[config.mk]
export PLATFORM = sky130hd
export DESIGN_NAME = phone_number_token_scanner_core
export DESIGN_NICKNAME = d
export VERILOG_FILES = /design/src/sv/pnts_pkg.sv /design/src/sv/phone_number_token_scanner_core.sv /design/src/sv/pnts_ctrl.sv /design/src/sv/pnts_datapath.sv
export VERILOG_INCLUDE_DIRS = /design/src /design/src/sv
export SDC_FILE = /design/constraint.sdc
export NUM_CORES = 2
export LEC_CHECK = 0
export ABC_AREA = 1
export CAP_MARGIN = 0
export CORE_ASPECT_RATIO = 0.6
export CORE_UTILIZATION = 42
export DETAILED_ROUTE_END_ITERATION = 16
export DONT_BUFFER_PORTS = 1
export PLACE_DENSITY = 0.62
export SETUP_SLACK_MARGIN = 0.05
export SLEW_MARGIN = 25
export SYNTH_ARGS = -nofsm -noshare
export SYNTH_HDL_FRONTEND = slang
export SYNTH_SLANG_ARGS = --single-unit
[constraint.sdc]
create_clock -name clk_i -period 3.6 [get_ports clk_i]
set_input_delay 0.72 -clock clk_i [delete_from_list [all_inputs] [get_ports clk_i]]
set_output_delay 0.72 -clock clk_i [all_outputs]
set_load 0.1 [all_outputs]
[src/sv/phone_number_token_scanner_core_defines.svh]
// Assertion macros used by the phone number token scanner top level.
`ifndef PHONE_NUMBER_TOKEN_SCANNER_CORE_DEFINES_SVH
`define PHONE_NUMBER_TOKEN_SCANNER_CORE_DEFINES_SVH

// Same-cycle implication, disabled while reset is active.
`define PNTS_ASSERT_SAME(label, clk, rst_n, ante, cons) \
  label: assert property (@(posedge clk) disable iff (!(rst_n)) (ante) |-> (cons)) \
    else $error("pnts assertion failed");

// Next-cycle implication, disabled while reset is active.
`define PNTS_ASSERT_NEXT(label, clk, rst_n, ante, cons) \
  label: assert property (@(posedge clk) disable iff (!(rst_n)) (ante) |=> (cons)) \
    else $error("pnts assertion failed");

`endif

[src/sv/pnts_pkg.sv]
// Types, constants and character classes for the phone number token scanner.
`timescale 1ns / 1ps
package pnts_pkg;

  localparam int unsigned TABLE_DEPTH_DEF = 64;
  localparam int unsigned HIST_LEN        = 16;
  localparam int unsigned TOKEN_LEN       = 15;
  localparam int unsigned DIGIT_COUNT     = 9;

  localparam logic [7:0] CHAR_EIGHT = 8'h38;
  localparam logic [7:0] CHAR_NINE  = 8'h39;
  localparam logic [7:0] CHAR_DASH  = 8'h2D;
  localparam logic [7:0] CHAR_COMMA = 8'h2C;
  localparam logic [7:0] CHAR_DOT   = 8'h2E;
  localparam logic [7:0] CHAR_SEMI  = 8'h3B;
  localparam logic [7:0] CHAR_SPACE = 8'h20;
  localparam logic [7:0] CHAR_ZERO  = 8'h30;

  localparam logic [3:0] DIGIT_POS [DIGIT_COUNT] = '{
    4'd3, 4'd4, 4'd6, 4'd7, 4'd8, 4'd10, 4'd11, 4'd13, 4'd14
  };

  typedef struct packed {
    logic [7:0] text_byte;
    logic       last_byte;
  } pnts_in_t;

  typedef struct packed {
    logic [29:0] phone_digits;
    logic [6:0]  stored_count;
    logic        not_stored;
  } pnts_out_t;

  typedef enum logic [1:0] {
    ST_IDLE,
    ST_CONVERT,
    ST_SEARCH,
    ST_RESULT
  } pnts_state_e;

  typedef struct packed {
    logic accept;
    logic conv_step;
    logic search_start;
    logic search_step;
    logic commit;
  } pnts_cmd_t;

  typedef struct packed {
    logic match;
    logic conv_last;
    logic hit;
    logic done;
    logic out_busy;
  } pnts_status_t;

  function automatic logic is_space(input logic [7:0] c);
    return c inside {CHAR_SPACE, [8'h09:8'h0D]};
  endfunction

  function automatic logic is_digit(input logic [7:0] c);
    return c inside {[CHAR_ZERO:CHAR_NINE]};
  endfunction

  function automatic logic is_end_mark(input logic [7:0] c);
    return is_space(c) || (c inside {CHAR_COMMA, CHAR_DOT, CHAR_SEMI});
  endfunction

endpackage

[src/sv/phone_number_token_scanner_core.sv]
// Top level of the phone number token scanner: controller, datapath and checks.
//
//   Channel  Direction  Handshake                 Payload
//   input    in         in_valid_i / in_ready_o   in_data_i  (text_byte, last_byte)
//   result   out        out_valid_o / out_ready_i out_data_o (phone_digits, stored_count,
//                                                             not_stored)
//
// A byte that completes no token leaves the controller idle, so plain text streams at one byte
// a cycle. A byte that completes a token is followed by conversion of its nine digits, a scan
// of the stored numbers through the single table read port and, for a new number, a commit.
// The commit waits while the previous result is still held in the output register.
// Reset clears the history, the fill count and the handshake state; table contents are left
// as they are, since only entries below the fill count are ever read.
`timescale 1ns / 1ps
`include "phone_number_token_scanner_core_defines.svh"
module phone_number_token_scanner_core
  import pnts_pkg::*;
#(
  parameter int unsigned TableDepth = TABLE_DEPTH_DEF
) (
  input  logic      clk_i,
  input  logic      rst_ni,
  input  logic      in_valid_i,
  output logic      in_ready_o,
  input  pnts_in_t  in_data_i,
  output logic      out_valid_o,
  input  logic      out_ready_i,
  output pnts_out_t out_data_o
);

  pnts_cmd_t    cmd;
  pnts_status_t status;

  pnts_ctrl u_ctrl (
    .clk_i       (clk_i),
    .rst_ni      (rst_ni),
    .in_valid_i  (in_valid_i),
    .out_ready_i (out_ready_i),
    .status_i    (status),
    .in_ready_o  (in_ready_o),
    .cmd_o       (cmd)
  );

  pnts_datapath #(
    .TableDepth (TableDepth)
  ) u_datapath (
    .clk_i       (clk_i),
    .rst_ni      (rst_ni),
    .in_data_i   (in_data_i),
    .out_ready_i (out_ready_i),
    .cmd_i       (cmd),
    .status_o    (status),
    .out_valid_o (out_valid_o),
    .out_data_o  (out_data_o)
  );

  // A result is committed only when the output register is free or being emptied.
  `PNTS_ASSERT_SAME(a_commit_slot_free, clk_i, rst_ni, cmd.commit, !out_valid_o || out_ready_i)

  // A transaction that completes no token leaves the block ready in the next cycle.
  `PNTS_ASSERT_NEXT(a_plain_byte_ready, clk_i, rst_ni, in_valid_i && in_ready_o && !status.match, in_ready_o)

  // A number found in the table is never reported.
  `PNTS_ASSERT_SAME(a_no_commit_on_hit, clk_i, rst_ni, cmd.commit, !status.hit)

endmodule

[src/sv/pnts_ctrl.sv]
// Controller state machine that sequences matching, digit conversion, table search and commit.
`timescale 1ns / 1ps
module pnts_ctrl
  import pnts_pkg::*;
(
  input  logic         clk_i,
  input  logic         rst_ni,
  input  logic         in_valid_i,
  input  logic         out_ready_i,
  input  pnts_status_t status_i,
  output logic         in_ready_o,
  output pnts_cmd_t    cmd_o
);

  pnts_state_e state_q, state_d;

  always_ff @(posedge clk_i or negedge rst_ni) begin
    if (!rst_ni) begin
      state_q <= ST_IDLE;
    end else begin
      state_q <= state_d;
    end
  end

  always_comb begin
    state_d    = state_q;
    cmd_o      = '0;
    in_ready_o = 1'b0;
    case (state_q)
      ST_IDLE: begin
        in_ready_o   = 1'b1;
        cmd_o.accept = in_valid_i;
        if (in_valid_i && status_i.match) begin
          state_d = ST_CONVERT;
        end
      end
      ST_CONVERT: begin
        cmd_o.conv_step = 1'b1;
        if (status_i.conv_last) begin
          cmd_o.search_start = 1'b1;
          state_d            = ST_SEARCH;
        end
      end
      ST_SEARCH: begin
        cmd_o.search_step = 1'b1;
        if (status_i.hit) begin
          state_d = ST_IDLE;
        end else if (status_i.done) begin
          state_d = ST_RESULT;
        end
      end
      ST_RESULT: begin
        if (!status_i.out_busy || out_ready_i) begin
          cmd_o.commit = 1'b1;
          state_d      = ST_IDLE;
        end
      end
      default: begin
        state_d = ST_IDLE;
      end
    endcase
  end

endmodule

[src/sv/pnts_datapath.sv]
// Datapath: byte history, token matcher, digit converter, number table and result register.
`timescale 1ns / 1ps
module pnts_datapath
  import pnts_pkg::*;
#(
  parameter int unsigned TableDepth = TABLE_DEPTH_DEF
) (
  input  logic         clk_i,
  input  logic         rst_ni,
  input  pnts_in_t     in_data_i,
  input  logic         out_ready_i,
  input  pnts_cmd_t    cmd_i,
  output pnts_status_t status_o,
  output logic         out_valid_o,
  output pnts_out_t    out_data_o
);

  localparam int unsigned FillW = $clog2(TableDepth + 1);
  localparam int unsigned AddrW = (TableDepth > 1) ? $clog2(TableDepth) : 1;

  logic [7:0]       hist_q [HIST_LEN];
  logic [4:0]       since_q;
  logic [3:0]       digits_q [DIGIT_COUNT];
  logic [3:0]       conv_cnt_q;
  logic [29:0]      value_q;
  logic [29:0]      mem_q [TableDepth];
  logic [29:0]      rdata_q;
  logic             cmp_vld_q;
  logic [FillW-1:0] rd_idx_q;
  logic [FillW-1:0] fill_q;
  logic             out_valid_q;
  pnts_out_t        out_q;

  logic [7:0] tok [TOKEN_LEN];
  logic       delim_case;
  logic       last_case;
  logic       lead_ok;
  logic       shape_ok;
  logic       full;
  logic       rd_more;

  assign delim_case = is_end_mark(in_data_i.text_byte) && (since_q >= 5'(TOKEN_LEN));
  assign last_case  = !delim_case && in_data_i.last_byte && (since_q >= 5'(TOKEN_LEN - 1));

  always_comb begin
    for (int k = 0; k < TOKEN_LEN; k++) begin
      if (delim_case) begin
        tok[k] = hist_q[TOKEN_LEN - 1 - k];
      end else if (k == TOKEN_LEN - 1) begin
        tok[k] = in_data_i.text_byte;
      end else begin
        tok[k] = hist_q[TOKEN_LEN - 2 - k];
      end
    end
    if (delim_case) begin
      lead_ok = (since_q == 5'(TOKEN_LEN)) || is_space(hist_q[TOKEN_LEN]);
    end else begin
      lead_ok = (since_q == 5'(TOKEN_LEN - 1)) || is_space(hist_q[TOKEN_LEN - 1]);
    end
    shape_ok = (tok[0] == CHAR_EIGHT) && is_space(tok[1]) && (tok[2] == CHAR_NINE) &&
               is_space(tok[5]) && (tok[9] == CHAR_DASH) && (tok[12] == CHAR_DASH);
    for (int k = 0; k < DIGIT_COUNT; k++) begin
      shape_ok = shape_ok && is_digit(tok[DIGIT_POS[k]]);
    end
  end

  assign full    = (fill_q == FillW'(TableDepth));
  assign rd_more = (rd_idx_q < fill_q);

  assign status_o.match     = (delim_case || last_case) && lead_ok && shape_ok;
  assign status_o.conv_last = (conv_cnt_q == 4'(DIGIT_COUNT - 1));
  assign status_o.hit       = cmp_vld_q && (rdata_q == value_q);
  assign status_o.done      = !cmp_vld_q && !rd_more;
  assign status_o.out_busy  = out_valid_q;

  always_ff @(posedge clk_i or negedge rst_ni) begin
    if (!rst_ni) begin
      for (int k = 0; k < HIST_LEN; k++) begin
        hist_q[k] <= '0;
      end
      since_q <= '0;
    end else if (cmd_i.accept) begin
      if (in_data_i.last_byte) begin
        for (int k = 0; k < HIST_LEN; k++) begin
          hist_q[k] <= '0;
        end
        since_q <= '0;
      end else begin
        hist_q[0] <= in_data_i.text_byte;
        for (int k = 1; k < HIST_LEN; k++) begin
          hist_q[k] <= hist_q[k-1];
        end
        if (since_q < 5'(HIST_LEN)) begin
          since_q <= since_q + 5'd1;
        end
      end
    end
  end

  always_ff @(posedge clk_i) begin
    if (cmd_i.accept && status_o.match) begin
      for (int k = 0; k < DIGIT_COUNT; k++) begin
        digits_q[k] <= tok[DIGIT_POS[k]][3:0];
      end
      value_q    <= '0;
      conv_cnt_q <= '0;
    end else if (cmd_i.conv_step) begin
      value_q <= (value_q << 3) + (value_q << 1) + 30'(digits_q[0]);
      for (int k = 0; k < DIGIT_COUNT - 1; k++) begin
        digits_q[k] <= digits_q[k+1];
      end
      digits_q[DIGIT_COUNT-1] <= '0;
      conv_cnt_q <= conv_cnt_q + 4'd1;
    end
  end

  always_ff @(posedge clk_i) begin
    if (cmd_i.search_step && rd_more) begin
      rdata_q <= mem_q[rd_idx_q[AddrW-1:0]];
    end
    if (cmd_i.commit && !full) begin
      mem_q[fill_q[AddrW-1:0]] <= value_q;
    end
  end

  always_ff @(posedge clk_i or negedge rst_ni) begin
    if (!rst_ni) begin
      rd_idx_q  <= '0;
      cmp_vld_q <= 1'b0;
    end else if (cmd_i.search_start) begin
      rd_idx_q  <= '0;
      cmp_vld_q <= 1'b0;
    end else begin
      cmp_vld_q <= cmd_i.search_step && rd_more;
      if (cmd_i.search_step && rd_more) begin
        rd_idx_q <= rd_idx_q + FillW'(1);
      end
    end
  end

  always_ff @(posedge clk_i or negedge rst_ni) begin
    if (!rst_ni) begin
      fill_q      <= '0;
      out_valid_q <= 1'b0;
    end else begin
      if (cmd_i.commit) begin
        out_valid_q <= 1'b1;
        if (!full) begin
          fill_q <= fill_q + FillW'(1);
        end
      end else if (out_ready_i) begin
        out_valid_q <= 1'b0;
      end
    end
  end

  always_ff @(posedge clk_i) begin
    if (cmd_i.commit) begin
      out_q.phone_digits <= value_q;
      out_q.stored_count <= full ? 7'(fill_q) : 7'(fill_q + FillW'(1));
      out_q.not_stored   <= full;
    end
  end

  assign out_valid_o = out_valid_q;
  assign out_data_o  = out_q;

endmodule
* Word-level counts from Yosys, hierarchy flattened
Memory sizes are Yosys's and may differ from the RTL's. A register that Yosys moved wholly into a read port is not among the register bits.
Index checks and enable logic that the tools add are counted.
** Storage, ports and cells
- Flip-flop bits (word level) :: 223
- Memory bits (writable) :: 1956
- Bits of input ports :: 13
- Output and inout port bits :: 40
- Logic and storage cells :: 215
- Memories :: 2
** Operators by class
- Add/sub/neg operators :: 6
- Magnitude comparators :: 32
- Equal/unequal tests :: 24
- Multiplexer cells :: 54
- Bitwise logic cells :: 9
- Reduce and logical (&&, ||, !) cells :: 61
** Memory list
- u_datapath.mem_q :: words 64, width 30, rd ports 1, clocked after Yosys merged registers in 1, wr ports 1, RTL line pnts_datapath.sv:26 : logic [29:0] mem_q [TableDepth];
- u_datapath.digits_q :: words 9, width 4, rd ports 9, clocked after Yosys merged registers in 0, wr ports 9, RTL line pnts_datapath.sv:23 : logic [3:0] digits_q [DIGIT_COUNT];
** Operators with widths (count)
- two-way mux 128 bit :: 1
- two-way mux 8 bit :: 15
- == test 8 x 6 -> 1 bit (second input constant) :: 12
- >= comparator 8 x 6 -> 1 bit (second input constant) :: 9
- less-or-equal comparator 8 x 6 -> 1 bit (second input constant) :: 9
- >= comparator 8 x 4 -> 1 bit (second input constant) :: 5
- less-or-equal comparator 8 x 4 -> 1 bit (second input constant) :: 5
- logical AND 1 bit :: 39
- two-way mux 4 bit :: 9
- adder 30 bit :: 1
- adder 30 x 4 -> 30 bit :: 1
- == test 30 bit :: 1
- two-way mux 7 bit :: 3
- two-way mux 1 bit :: 17
- nonzero test 2 bit :: 8
- adder 7 x 1 -> 7 bit (second input constant) :: 2
- two-way mux 2 bit :: 6
- == test 5 x 4 -> 1 bit (second input constant) :: 2
- >= comparator 5 x 4 -> 1 bit (second input constant) :: 2
- two-way mux 5 bit :: 2
- OR 1 bit :: 9
- case mux 2 bit (4 select lines) :: 1
- == test 7 bit (second input constant) :: 1
- less-than comparator 7 bit :: 1
- other kinds (15) :: 25

* Logic depth before layout (Yosys ltp)
- Depth in word-level cells :: 28
- Depth in mapped cells :: 23
- Depth with buffers taken out :: 22

* Cells and area by module
A second synthesis with hierarchy kept.
** Second synthesis, totals
- Cells, all modules :: 6968
- Area total of the unflattened synthesis :: 88620.0 um^2
** By module, submodules not included
- pnts_datapath :: instances 1, cells an instance 6932, area each 88419.8 um^2
- pnts_ctrl :: instances 1, cells an instance 36, area each 200.2 um^2

* Worst setup path after synthesis
No wires, ideal clock.
- Kind :: reg2reg
- From :: reg u_datapath.value_q[1]
- To :: reg u_datapath.value_q[24]
- Library setup time :: 117 ps
- Arrival time :: 3398 ps
- Required time :: 3483 ps
- Path slack :: 84 ps
- Stages on the path, launching flop included :: 18
- Path through :: dfxtp_1 -> ha_1 -> ha_1 -> fa_1 -> nand2_1 -> a21oi_1 -> a21boi_0 -> inv_1 -> nand2_1 -> nand2_1 -> a31oi_1 -> o21bai_1 -> nand2_1 -> inv_1 -> nor2_1 -> nand2_1 -> nand3_1 -> nand2_1
** Between the ends
- Longest elaborated chain between the ends :: 2
** Ends and longest elaborated chain
- start, declared :: RTL line pnts_datapath.sv:25 : logic [29:0] value_q;
- start signal, assigned :: RTL line pnts_datapath.sv:108 : value_q <= (value_q << 3) + (value_q << 1) + 30'(digits_q[0]);
- adder 30 bit :: RTL line pnts_datapath.sv:108
- adder 30 x 4 -> 30 bit :: RTL line pnts_datapath.sv:108
Every way passes these cells.
A chain may end at the register's enable or synchronous reset.

* Worst setup path after layout
- From :: reg u_datapath.rd_idx_q[0]
- To :: reg u_datapath.rdata_q[24], read port of u_datapath.mem_q (data pin)
** Between the ends
- Longest elaborated chain between the ends :: 2
** Ends and longest elaborated chain
- start, declared :: RTL line pnts_datapath.sv:29 : logic [FillW-1:0] rd_idx_q;
- start signal, assigned :: RTL line pnts_datapath.sv:136 : rd_idx_q <= rd_idx_q + FillW'(1);
- less-than comparator 7 bit :: RTL line pnts_datapath.sv:68 : assign rd_more = (rd_idx_q < fill_q);
- logical AND 1 bit :: RTL line pnts_datapath.sv:118 : if (cmd_i.search_step && rd_more) begin
- end, declared :: RTL line pnts_datapath.sv:27 : logic [29:0] rdata_q;
Parallel ways exist; a longest one is shown, timed or not.

==> impl_metrics.tcl <==
set metrics [dict create \
    hold_path.class "in -> async" \
    worstSkewPairLatency_ns 0.88 \
    num_vias 60900 \
    drcViolationCount 0 \
    dp_cells 9632 \
    synth_top_family_by_area "compound AO/OA/AOI/OAI gates" \
    max_freq_ghz 0.285 \
    stdcell_count 9991 \
    regArea_um2 65300 \
    yosys_warnings 0 \
    synth_fa_ha_area_frac 0.0100 \
    vdd_drop_max_mv 0.375 \
    most-common-layout-cells "2024 x edfxtp_1, 1136 x o21ai_0, 1075 x nor2_1" \
    timing.hold.ws_ns -0.442 \
    yosys.cell_types.count 49 \
    yosys.area_share.simple 0.100 \
    worstPathMaxFanout 61 \
    syn2layout_area_growth_pct 12.9 \
    start_kind "flop" \
    finalNetCount 7148 \
    drt-initial-drc-count 9655 \
    multiInputGateArea_um2 21400 \
    rows 130 \
    hold_viol_final 151 \
    maxCapViolCount 0 \
    grt_overflow 0 \
    antenna_found_initial 19 \
    drtPass1Iterations 7 \
    ys_ff_latch 2209 \
    routedWlPerCell_um 27.9 \
    ios 53 \
    setup_viol 0 \
    dieHeight_um 358 \
    initial_utilization 0.423 \
    regToRegSetupSlack_ns 0.09 \
    outcome "finished with violations" \
    synth_compound_area_frac 0.122 \
    track_usage 0.256 \
    maxSlewHeadroom 0.274 \
    final-max-slew-violation-count 0 \
    postCtsHoldBufs 5 \
    violations "hold timing" \
    htreeDepth 4 \
    clockRootBuffer "clkbuf_16" \
    viasPerCell 6.10 \
    tightest_slew_ns 1.09 \
    postSynthAreaPerCell_um2 12.6 \
    cp-end-kind "flop" \
    die_x_um 595 \
    synth_mux_area_frac 0 \
    power.leakage_nw 30.7 \
    tns_ns 0 \
    setup.worst_path.start "u_datapath.rd_idx_q[0]" \
    path_class "reg -> reg" \
    crit_end "u_datapath.rdata_q[24]" \
    hpwl_um 162000 \
    synth_xor_area_frac 0.00345 \
    synthFlopType "edfxtp_1" \
    rr_startpoint "u_datapath.rd_idx_q[0]" \
    numClockSinks 2209 \
    rsz0062_at_grt "yes" \
    rr_worst_depth 8 \
    grt_pass1_wl_um 401000 \
    r2r_end "u_datapath.rdata_q[24]" \
    grt_max_degree 152 \
    period_share 0.974 \
    drive_above_1_share 0.0998 \
    synth-seq-area-share 0.735 \
    numPortBuffers 0 \
    crit_required_ns 4.17 \
    syn_inst 7026 \
    gp_congestion 0.913 \
    synth_edf_count 2024 \
    power_density_nw_per_um2 486 \
    clk_pin_slew_ns 0.07 \
    synthArstFlopShare 0.0684 \
    cts_tree "yes" \
    layout_commonest_cell "edfxtp_1" \
    route.final.wire_length_um 279000 \
    fin_worst_skew_ns 0.0825 \
    cts_setup_buffers 0 \
    netlist_area_um2 88700 \
    drtAntennaViolNets 0 \
    nFillCells 18100 \
    worstPathArrival_ns 4.08 \
    period_minus_slack_ns 3.51 \
    syn_nets 7109 \
    clockBufferDepth 4 \
    coreArea_um2 210000 \
    first_global_vias 56200 \
    dieArea_um2 213000 \
    cts_buffers 197 \
]
==> layer usage <==
layer,global-route usage,share of wire,routed length [um],vias to the layer above
li1,-,-,-,26100
met1,0.397,0.44,122000,30500
met5,0,0.00042,116,-
met3,0.0803,0.14,39700,432
met4,0.0585,0.023,6470,12
met2,0.347,0.40,111000,3893
==> where the power goes <==
group / switching [mW] / internal [mW]
combinational: 0.176 / 0.0691
sequential: 0.0338 / 27.6
clock: 9.53 / 11.3
total: 9.74 / 39.0
==> synthesized netlist by cell type (all sizes together) (5+ instances only) <==
cell type     n  area, um^2
edfxtp     2024       60800
o21ai      1159        5800
nor2       1141        4300
nand2       595        2240
clkbuf      431        1620
nand3       326        1680
o22ai       289        1810
o221ai      193        1690
inv         187         702
dfrtp       151        3780
a21oi        84         420
ha           68         851
nand4        68         425
o211ai       51         383
buf          42         230
a31oi        35         219
dfxtp        34         681
o31ai        31         233
xor2         26         228
nor3         17        85.1
or2          13        81.3
a221o         9        90.1
xnor2         9        78.8
nor4          8        50.1
a32o          5        50.1
clkinv        5        20.0
o311a         5        50.1
==> registers in the layout, summed over array words and instances (netlist names) <==
name and cells:
u_datapath.mem_q 1920, u_datapath.hist_q 128, u_datapath.out_data_o 38, u_datapath.digits_q 36, u_datapath.rdata_q 30, u_datapath.value_q 30
u_datapath.fill_q 7, u_datapath.rd_idx_q 7, u_datapath.since_q 5, u_datapath.conv_cnt_q 4, u_ctrl.state_q 2, u_datapath.cmp_vld_q 1
u_datapath.out_valid_o 1
==> cells by family (layout without fill, tap and decap cells) <==
logic type	after synthesis	after routing
compound gates	1873	1873
xor+xnor	35	35
fa+ha+maj	70	70
buf+inv	665	857
flops	2209	2209
other cells	0	1
simple gates	2174	2174
==> worst min path at each step <==
stage	endpoint	slack, ns	cells past startpoint
after floorplan	u_ctrl.state_q[0]	0.42	0
after global placement	u_datapath.hist_q[96]	0.43	0
after detailed placement	u_datapath.hist_q[96]	0.43	0
after CTS	u_datapath.hist_q[104]	-0.49	0
after global routing	u_datapath.hist_q[53]	-0.48	0
final	u_datapath.hist_q[96]	-0.44	0
==> repair_timing <==
item,CTS,global route
resized for setup,0,2
endpoints found under the hold margin,186,151
endpoints found under the setup margin,0,6
==> final cells by class <==
class / count / area share
Multi-Input combinational cell: 4152 / 0.214
Clock inverter: 104 / 0.00883
Tap cell: 2772 / 0.0346
Timing Repair Buffer: 313 / 0.0312
Inverter: 192 / 0.00748
Antenna cell: 1 / 0.0000250
Sequential cell: 2209 / 0.652
Clock buffer: 248 / 0.0523
==> critical path: stages (launching register included) <==
cell      delay, ns
dfrtp_4        0.61
inv_8          0.46
buf_12         0.30
buf_4          0.29
o21ai_0        0.12
o221ai_1       0.27
o211ai_1       0.26
a32o_1         0.31
a21oi_1        0.54
==> through the flow <==
stage          total power [mW]  hold WS (ns)  utilization  instance area (um^2)  worst slack [ns]
2_1_floorplan              28.4         0.424            -                 88700            0.0845
3_3_place_gp               28.4         0.429        0.448                 94000             0.309
3_5_place_dp               28.4         0.430        0.448                 94000             0.289
4_1_cts                    48.9        -0.491        0.478                100000             0.257
5_1_grt                    49.9        -0.479        0.478                100000            0.0385
6_report                   48.7        -0.442        0.478                100000            0.0932
No activity file was read; power rests on OpenSTA's default activity.
